### config.mk
export PLATFORM = sky130hd
export DESIGN_NAME = ppjm_ctrl
export DESIGN_NICKNAME = d
export VERILOG_FILES = /design/src/hdl/packet_pacing_jitter_monitor_macros.svh /design/src/hdl/ppjm_pkg.sv /design/src/hdl/ppjm_ctrl.sv
export SDC_FILE = /design/constraint.sdc
export NUM_CORES = 1
export LEC_CHECK = 0
export ABC_AREA = 1
export BUFFER_PORTS_ARGS = -buffer_cell sky130_fd_sc_hd__buf_4
export CAP_MARGIN = 20
export CORE_AREA = 3 3 40 42
export DETAILED_ROUTE_END_ITERATION = 7
export DIE_AREA = 0 0 43 45
export PLACE_DENSITY = 0.46
export SYNTH_ARGS = -nofsm -noshare
export SYNTH_HDL_FRONTEND = slang
export SYNTH_SLANG_ARGS = --single-unit
### constraint.sdc
create_clock -name aclk -period 1.2 [get_ports aclk]
set_input_delay 0.24 -clock aclk [delete_from_list [all_inputs] [get_ports aclk]]
set_output_delay 0.24 -clock aclk [all_outputs]
set_load 0.02 [all_outputs]
### src/hdl/packet_pacing_jitter_monitor_macros.svh
// Assertion macros shared by the packet pacing and jitter monitor RTL.
// Each macro samples on aclk and is disabled while aresetn is low.
`ifndef PACKET_PACING_JITTER_MONITOR_MACROS_SVH
`define PACKET_PACING_JITTER_MONITOR_MACROS_SVH

// Same-cycle implication
`define PPJM_ASSERT_IMP(lbl, ante, cons, msg) \
    lbl: assert property (@(posedge aclk) disable iff (!aresetn) (ante) |-> (cons)) \
        else $error(msg);

// Next-cycle implication
`define PPJM_ASSERT_NXT(lbl, ante, cons, msg) \
    lbl: assert property (@(posedge aclk) disable iff (!aresetn) (ante) |=> (cons)) \
        else $error(msg);

`endif

### src/hdl/ppjm_pkg.sv
// Shared types and constants for the packet pacing and jitter monitor.
// Used by the divider, datapath, controller and top level; no dependencies.
package ppjm_pkg;

    // Field widths
    localparam int TS_W    = 40;   // timestamp
    localparam int CNT_W   = 32;   // packet count
    localparam int PS_W    = 16;   // packet size
    localparam int CFG_W   = 32;   // config write data
    localparam int RATE_W  = 40;   // rate and pause
    localparam int JIT_W   = 48;   // jitter mean
    localparam int BYTES_W = PS_W + CNT_W;
    localparam int USEC_W  = 20;
    localparam int BIG_W   = BYTES_W + USEC_W;  // bytes times microseconds per second
    localparam int IN_W    = 40;
    localparam int OUT_W   = 168;

    // Divider operand widths
    localparam int DIV_HI_W = 40;
    localparam int DIV_LO_W = 48;
    localparam int STEP_W   = 5;

    // Radix-4 iterations per division
    localparam logic [STEP_W-1:0] MEAN_STEPS  = 5'd24;  // 48 quotient bits
    localparam logic [STEP_W-1:0] JIT_STEPS   = 5'd24;  // 48 quotient bits
    localparam logic [STEP_W-1:0] RATE_STEPS  = 5'd20;  // 40 quotient bits
    localparam logic [STEP_W-1:0] PAUSE_STEPS = 5'd21;  // 42 quotient bits

    localparam logic [USEC_W-1:0] US_PER_SEC = 20'd1000000;

    // Saturation limits
    localparam logic [CNT_W-1:0]  MAX_CNT  = {CNT_W{1'b1}};
    localparam logic [RATE_W-1:0] MAX_RATE = {RATE_W{1'b1}};
    localparam logic [JIT_W-1:0]  MAX_JIT  = {JIT_W{1'b1}};

    // Register indexes
    localparam logic [1:0] CFG_PACKET_SIZE  = 2'd0;
    localparam logic [1:0] CFG_TARGET_RATE  = 2'd1;
    localparam logic [1:0] CFG_PACKET_LIMIT = 2'd2;

    // Register reset values
    localparam logic [PS_W-1:0]  PS_RESET = 16'd1024;
    localparam logic [CFG_W-1:0] TR_RESET = 32'd125000000;
    localparam logic [CFG_W-1:0] PL_RESET = 32'd0;

    // Controller to datapath commands
    typedef struct packed {
        logic load_in;   // capture timestamp, count and gap
        logic calc1;     // byte count, low jitter partial product, scaled gap
        logic calc2;     // byte-microseconds, high jitter partial product
        logic start1;    // start mean-gap and rate divisions
        logic dev;       // deviation, jitter numerator, latch rate
        logic start2;    // start jitter and pause divisions
        logic commit;    // update state, load result register
    } ppjm_cmd_t;

    // Datapath to controller status
    typedef struct packed {
        logic div_busy;
    } ppjm_sts_t;

endpackage

### src/hdl/ppjm_ctrl.sv
// Controller: sequences one transaction through the datapath and owns the
// input ready and output valid handshake. Depends on ppjm_pkg.
module ppjm_ctrl (
    input  logic                 aclk,
    input  logic                 aresetn,
    input  logic                 s_valid,
    output logic                 s_ready,
    output logic                 m_valid,
    input  logic                 m_ready,
    input  ppjm_pkg::ppjm_sts_t  sts,
    output ppjm_pkg::ppjm_cmd_t  cmd
);
    import ppjm_pkg::*;

    localparam logic [3:0] ST_IDLE   = 4'd0;
    localparam logic [3:0] ST_CALC1  = 4'd1;
    localparam logic [3:0] ST_CALC2  = 4'd2;
    localparam logic [3:0] ST_START1 = 4'd3;
    localparam logic [3:0] ST_WAIT1  = 4'd4;
    localparam logic [3:0] ST_DEV    = 4'd5;
    localparam logic [3:0] ST_START2 = 4'd6;
    localparam logic [3:0] ST_WAIT2  = 4'd7;
    localparam logic [3:0] ST_FIN    = 4'd8;

    logic [3:0] state_reg, state_next;
    logic       mval_reg, mval_next;
    logic       out_free;

    assign out_free = !mval_reg || m_ready;

    // Next state and commands
    always_comb begin
        state_next = state_reg;
        cmd        = '0;
        case (state_reg)
            ST_IDLE: begin
                if (s_valid) begin
                    cmd.load_in = 1'b1;
                    state_next  = ST_CALC1;
                end
            end
            ST_CALC1: begin
                cmd.calc1  = 1'b1;
                state_next = ST_CALC2;
            end
            ST_CALC2: begin
                cmd.calc2  = 1'b1;
                state_next = ST_START1;
            end
            ST_START1: begin
                cmd.start1 = 1'b1;
                state_next = ST_WAIT1;
            end
            ST_WAIT1: begin
                if (!sts.div_busy) begin
                    state_next = ST_DEV;
                end
            end
            ST_DEV: begin
                cmd.dev    = 1'b1;
                state_next = ST_START2;
            end
            ST_START2: begin
                cmd.start2 = 1'b1;
                state_next = ST_WAIT2;
            end
            ST_WAIT2: begin
                if (!sts.div_busy) begin
                    state_next = ST_FIN;
                end
            end
            ST_FIN: begin
                // hold until the result register is free
                if (out_free) begin
                    cmd.commit = 1'b1;
                    state_next = ST_IDLE;
                end
            end
            default: state_next = ST_IDLE;
        endcase
    end

    // Output valid: set on commit, drop when taken
    assign mval_next = cmd.commit | (mval_reg & !m_ready);

    always_ff @(posedge aclk) begin
        if (!aresetn) begin
            state_reg <= ST_IDLE;
            mval_reg  <= 1'b0;
        end else begin
            state_reg <= state_next;
            mval_reg  <= mval_next;
        end
    end

    assign s_ready = (state_reg == ST_IDLE);
    assign m_valid = mval_reg;

endmodule

# ---- Word-level counts from Yosys, hierarchy flattened
# Index checks and enable logic that the tools add are counted.
dict set report classes {
  n_bitwise 2
  n_mux 14
  eq_ne 12
  reduce_logical 5
}
# op n
set ops {}
lappend ops {{4-bit one-hot mux with 9 select lines} 1}
lappend ops {{4-bit by 3-bit equality test with 1-bit output, second input constant} 4}
lappend ops {{4-bit 2-to-1 mux} 4}
lappend ops {{1-bit 2-to-1 mux} 9}
lappend ops {{4-bit by 2-bit equality test with 1-bit output, second input constant} 2}
lappend ops {{2-bit inequality test, second input constant} 4}
lappend ops {{4-bit by 1-bit equality test with 1-bit output, second input constant} 1}
lappend ops {{4-bit equality test, second input constant} 1}
lappend ops {{4-bit logical NOT} 1}
lappend ops {{4-bit AND reduction} 1}
lappend ops {{1-bit logical NOT} 2}
lappend ops {{1-bit bitwise AND} 1}
lappend ops {{1-bit logical OR} 1}
lappend ops {{1-bit OR} 1}
dict set report totals {
  inputBits 5
  elab_cells 35
  register_bits 5
  out_inout_bits 9
}

# ---- Logic depth before layout (Yosys ltp)
dict set report depth {
  depth_word 5
  depth_mapped 7
  mapped_depth_nobuf 7
}

# ---- Least setup slack after synthesis
# Ideal clock, no wire load.
dict set report synth_path {
  kind {reg2out}
  start {register state_reg[2]}
  end {output port cmd[6] (netlist bit)}
  path_buffers 0
  required_time_ns 0.960
  slack_ns -0.117
  arrival_ns 1.077
  path_stages_with_launch 4
  cell_sequence {dfxtp_1 nor2_1 inv_1 nor3_1}
}
# item line
set synth_rtl {}
lappend synth_rtl {{start, declared} ppjm_ctrl.sv:25} ;# logic [3:0] state_reg, state_next;
lappend synth_rtl {{start signal, assigned} ppjm_ctrl.sv:91} ;# state_reg <= state_next;
lappend synth_rtl {{end, declared} ppjm_ctrl.sv:11} ;# output ppjm_pkg::ppjm_cmd_t cmd

==> flow_metrics.tcl <==
set metrics [dict create \
    reg2reg_slack_ns 0.03 \
    period_needed_ns 1.30 \
    grt_overflow 0 \
    cts_root_buffer "clkbuf_4" \
    via_per_inst 4.19 \
    clock_sinks 5 \
    syn_area_um2 344 \
    first_global_vias 395 \
    dr.pass1.iters 4 \
    coreArea_um2 1280 \
    worstHoldPathCells 3 \
    p_comb_share_pct 56.3 \
    wl_met2_um 488 \
    clk_path_buf_depth 2 \
    drtIter0Drc 9 \
    hp-class "primary input to flip-flop" \
    final_cells 100 \
    power_leakage_nw 0.328 \
    syn_nets 66 \
    synth_compound_area_share_pct 7.64 \
    synth_seq_cells 5 \
    cp_data_arrival_time_ns 1.06 \
    slew_viol_final 0 \
    powerDensity_nw_per_um2 1660 \
    setup_viol 8 \
    p_clk_share_pct 18.2 \
    numCtsBuffers 3 \
    outcome "finished, violations left" \
    rsz0062_at_grt "yes" \
    dp.cells 91 \
    crit_type "flip-flop to output pin" \
    p_sw_w 0.000463 \
    grt_max_degree 6 \
    fp.dieArea_um2 1940 \
    cp_max_fo 5 \
    swShare_pct 43.4 \
    gp_congestion 0.732 \
    synth_cells 61 \
    hold_viol 0 \
    failed_checks "setup timing" \
    nets 91 \
    ys_warn_count 0 \
    rr_worst_depth 7 \
    io_buffers 13 \
    grt_pass1_wl_um 1630 \
    r2r-start "state_reg[0]$_SDFFE_PN0P_" \
    dp_hpwl_um 731 \
    wl_um 1030 \
    dieHeight_um 45 \
    num_rows 13 \
    sequentialPowerShare_pct 25.4 \
    worst_pin_slew_ns 0.215 \
    drc 0 \
    num_vias 419 \
    dr.max_layer_used "met4" \
    synth-simple-area-share_pct 44.4 \
    antenna_left 0 \
    track_usage_pct 11.8 \
    cts_tree "yes" \
    synth.distinct_cells 13 \
    antenna_found_initial 0 \
    reg2reg_to "state_reg[0]$_SDFFE_PN0P_" \
    ios 14 \
    synthAdderAreaFrac_pct 0 \
    drive_gt1_share_pct 56.5 \
    final_cell_area_um2 644 \
    start_util_pct 26.8 \
    area_growth_pct 87.3 \
    post_drt_wl_per_cell_um 10.3 \
    m1WireLength_um 475 \
    max_freq_mhz 768 \
    cts-hold-fix-buffers 0 \
    fp.dieW_um 43 \
    post-route-util_pct 50.1 \
    worst_slew_margin_rel_pct 85.6 \
    insertion_delay_ns 0.24 \
    antenna_cells 0 \
    hold-path-endpoint "state_reg[0]$_SDFFE_PN0P_" \
    clk_pin_slew_ns 0.04 \
    critPathRequiredTime_ns 0.96 \
    power.internal_w 0.000604 \
    cts_htree_levels 1 \
    synthXorXnorAreaFrac_pct 2.55 \
    yosysSeqAreaShare_pct 29.1 \
    worstSetupEndpointType "output pin" \
    syn_area_per_cell_um2 5.64 \
    hp-start "aresetn" \
    placed_cell_area_um2 480 \
    vdd_drop_max_v 0.000634 \
    cap_violations 0 \
    fin_ws_ns -0.102 \
    start_kind "flip-flop" \
    wl_met3_um 54 \
    muxShareOfSynthArea_pct 0 \
    fin_crit_sh_pct 109 \
    synth_top_family_by_area "simple AND/OR/NAND/NOR gates" \
    largest_reg_flops 4 \
    clock_skew_ns 0.00241 \
]
==> per-stage QoR <==
step / total power, W / worst slack (ns) / hold slack, ns / TNS, ns
global route: 0.00116 / -0.176 / 0.261 / -1.14
CTS: 0.000976 / -0.129 / 0.231 / -0.821
global placement: 0.000695 / 0.0698 / 0.485 / 0
floorplan: 0.000530 / 0.0447 / 0.361 / 0
detailed placement: 0.000692 / 0.0474 / 0.486 / 0
finish: 0.00107 / -0.102 / 0.247 / -0.441
==> power groups by stage <==
stage                     sequential, W  combinational (W)  clock [W]
after global placement         0.000238           0.000456          0
after CTS                      0.000254           0.000520   0.000202
after floorplan                0.000233           0.000298          0
after global routing           0.000278           0.000662   0.000215
final                          0.000271           0.000601   0.000195
after detailed placement       0.000240           0.000452          0
==> worst max-delay path: stages (launching register included) <==
cell,delay [ns]
dfxtp_4,0.36
nor2_4,0.15
inv_2,0.06
nor3_2,0.09
buf_4,0.15
==> worst max-delay path by stage <==
stage / from / to / slack, ns / cells past startpoint
after floorplan: state_reg[2]$_SDFFE_PN0P_ / cmd[6] / 0.04 / 3
after global placement: state_reg[1]$_SDFFE_PN0P_ / cmd[6] / 0.07 / 4
after detailed placement: state_reg[1]$_SDFFE_PN0P_ / cmd[6] / 0.05 / 4
after CTS: state_reg[0]$_SDFFE_PN0P_ / cmd[0] / -0.13 / 4
after global routing: state_reg[2]$_SDFFE_PN0P_ / cmd[3] / -0.18 / 5
final: state_reg[0]$_SDFFE_PN0P_ / cmd[6] / -0.10 / 4
==> cell families (layout without fill, tap and decap cells) <==
group,after synthesis,count (layout)
buffers and inverters,15,39
AND/OR/NAND/NOR,35,35
AO/OA/AOI/OAI,5,5
flip-flops,5,5
XOR/XNOR,1,1
==> synth_stat cells, drive strengths merged <==
library cell   n  area share (%)
nor2          16              18
inv           15              16
nand2         13              14
dfxtp          5              29
nand3          4             8.7
a21oi          3             4.4
a31oi          1             1.8
nand4          1             1.8
nor3           1             1.5
o21ai          1             1.5
xnor2          1             2.5
==> timing repair <==
action	4_1_cts	5_1_grt
pin swaps	5	7
resized for setup	14	22
setup buffers	6	1
setup endpoints to repair	8	11
==> cell type report <==
class,count,area [µm²]
timing repair buffer,20,165
clock buffer,4,26.3
multi-input combinational,41,260
sequential,5,115
tap,15,18.8
fill,141,641
inverter,15,58.8
==> routing by layer <==
layer	global-route usage (%)	vias up
met5	0	-
met4	9.04	0
met3	2.39	2
met2	19.2	10
met1	13.6	173
li1	-	234
==> cells in the final DEF (no fill, tap or decap), types with 2 or more instances in the layout <==
| cell | n |
|---|---|
| clkbuf_4 | 3 |
| nand2_1 | 8 |
| inv_2 | 2 |
| nor2_2 | 6 |
| nor2_1 | 6 |
| nor2_4 | 4 |
| nand3_1 | 2 |
| nand2_2 | 4 |
| a21oi_1 | 3 |
| buf_6 | 4 |
| inv_1 | 12 |
| buf_4 | 16 |
| dfxtp_4 | 4 |
(Power assumes the default switching activity.)
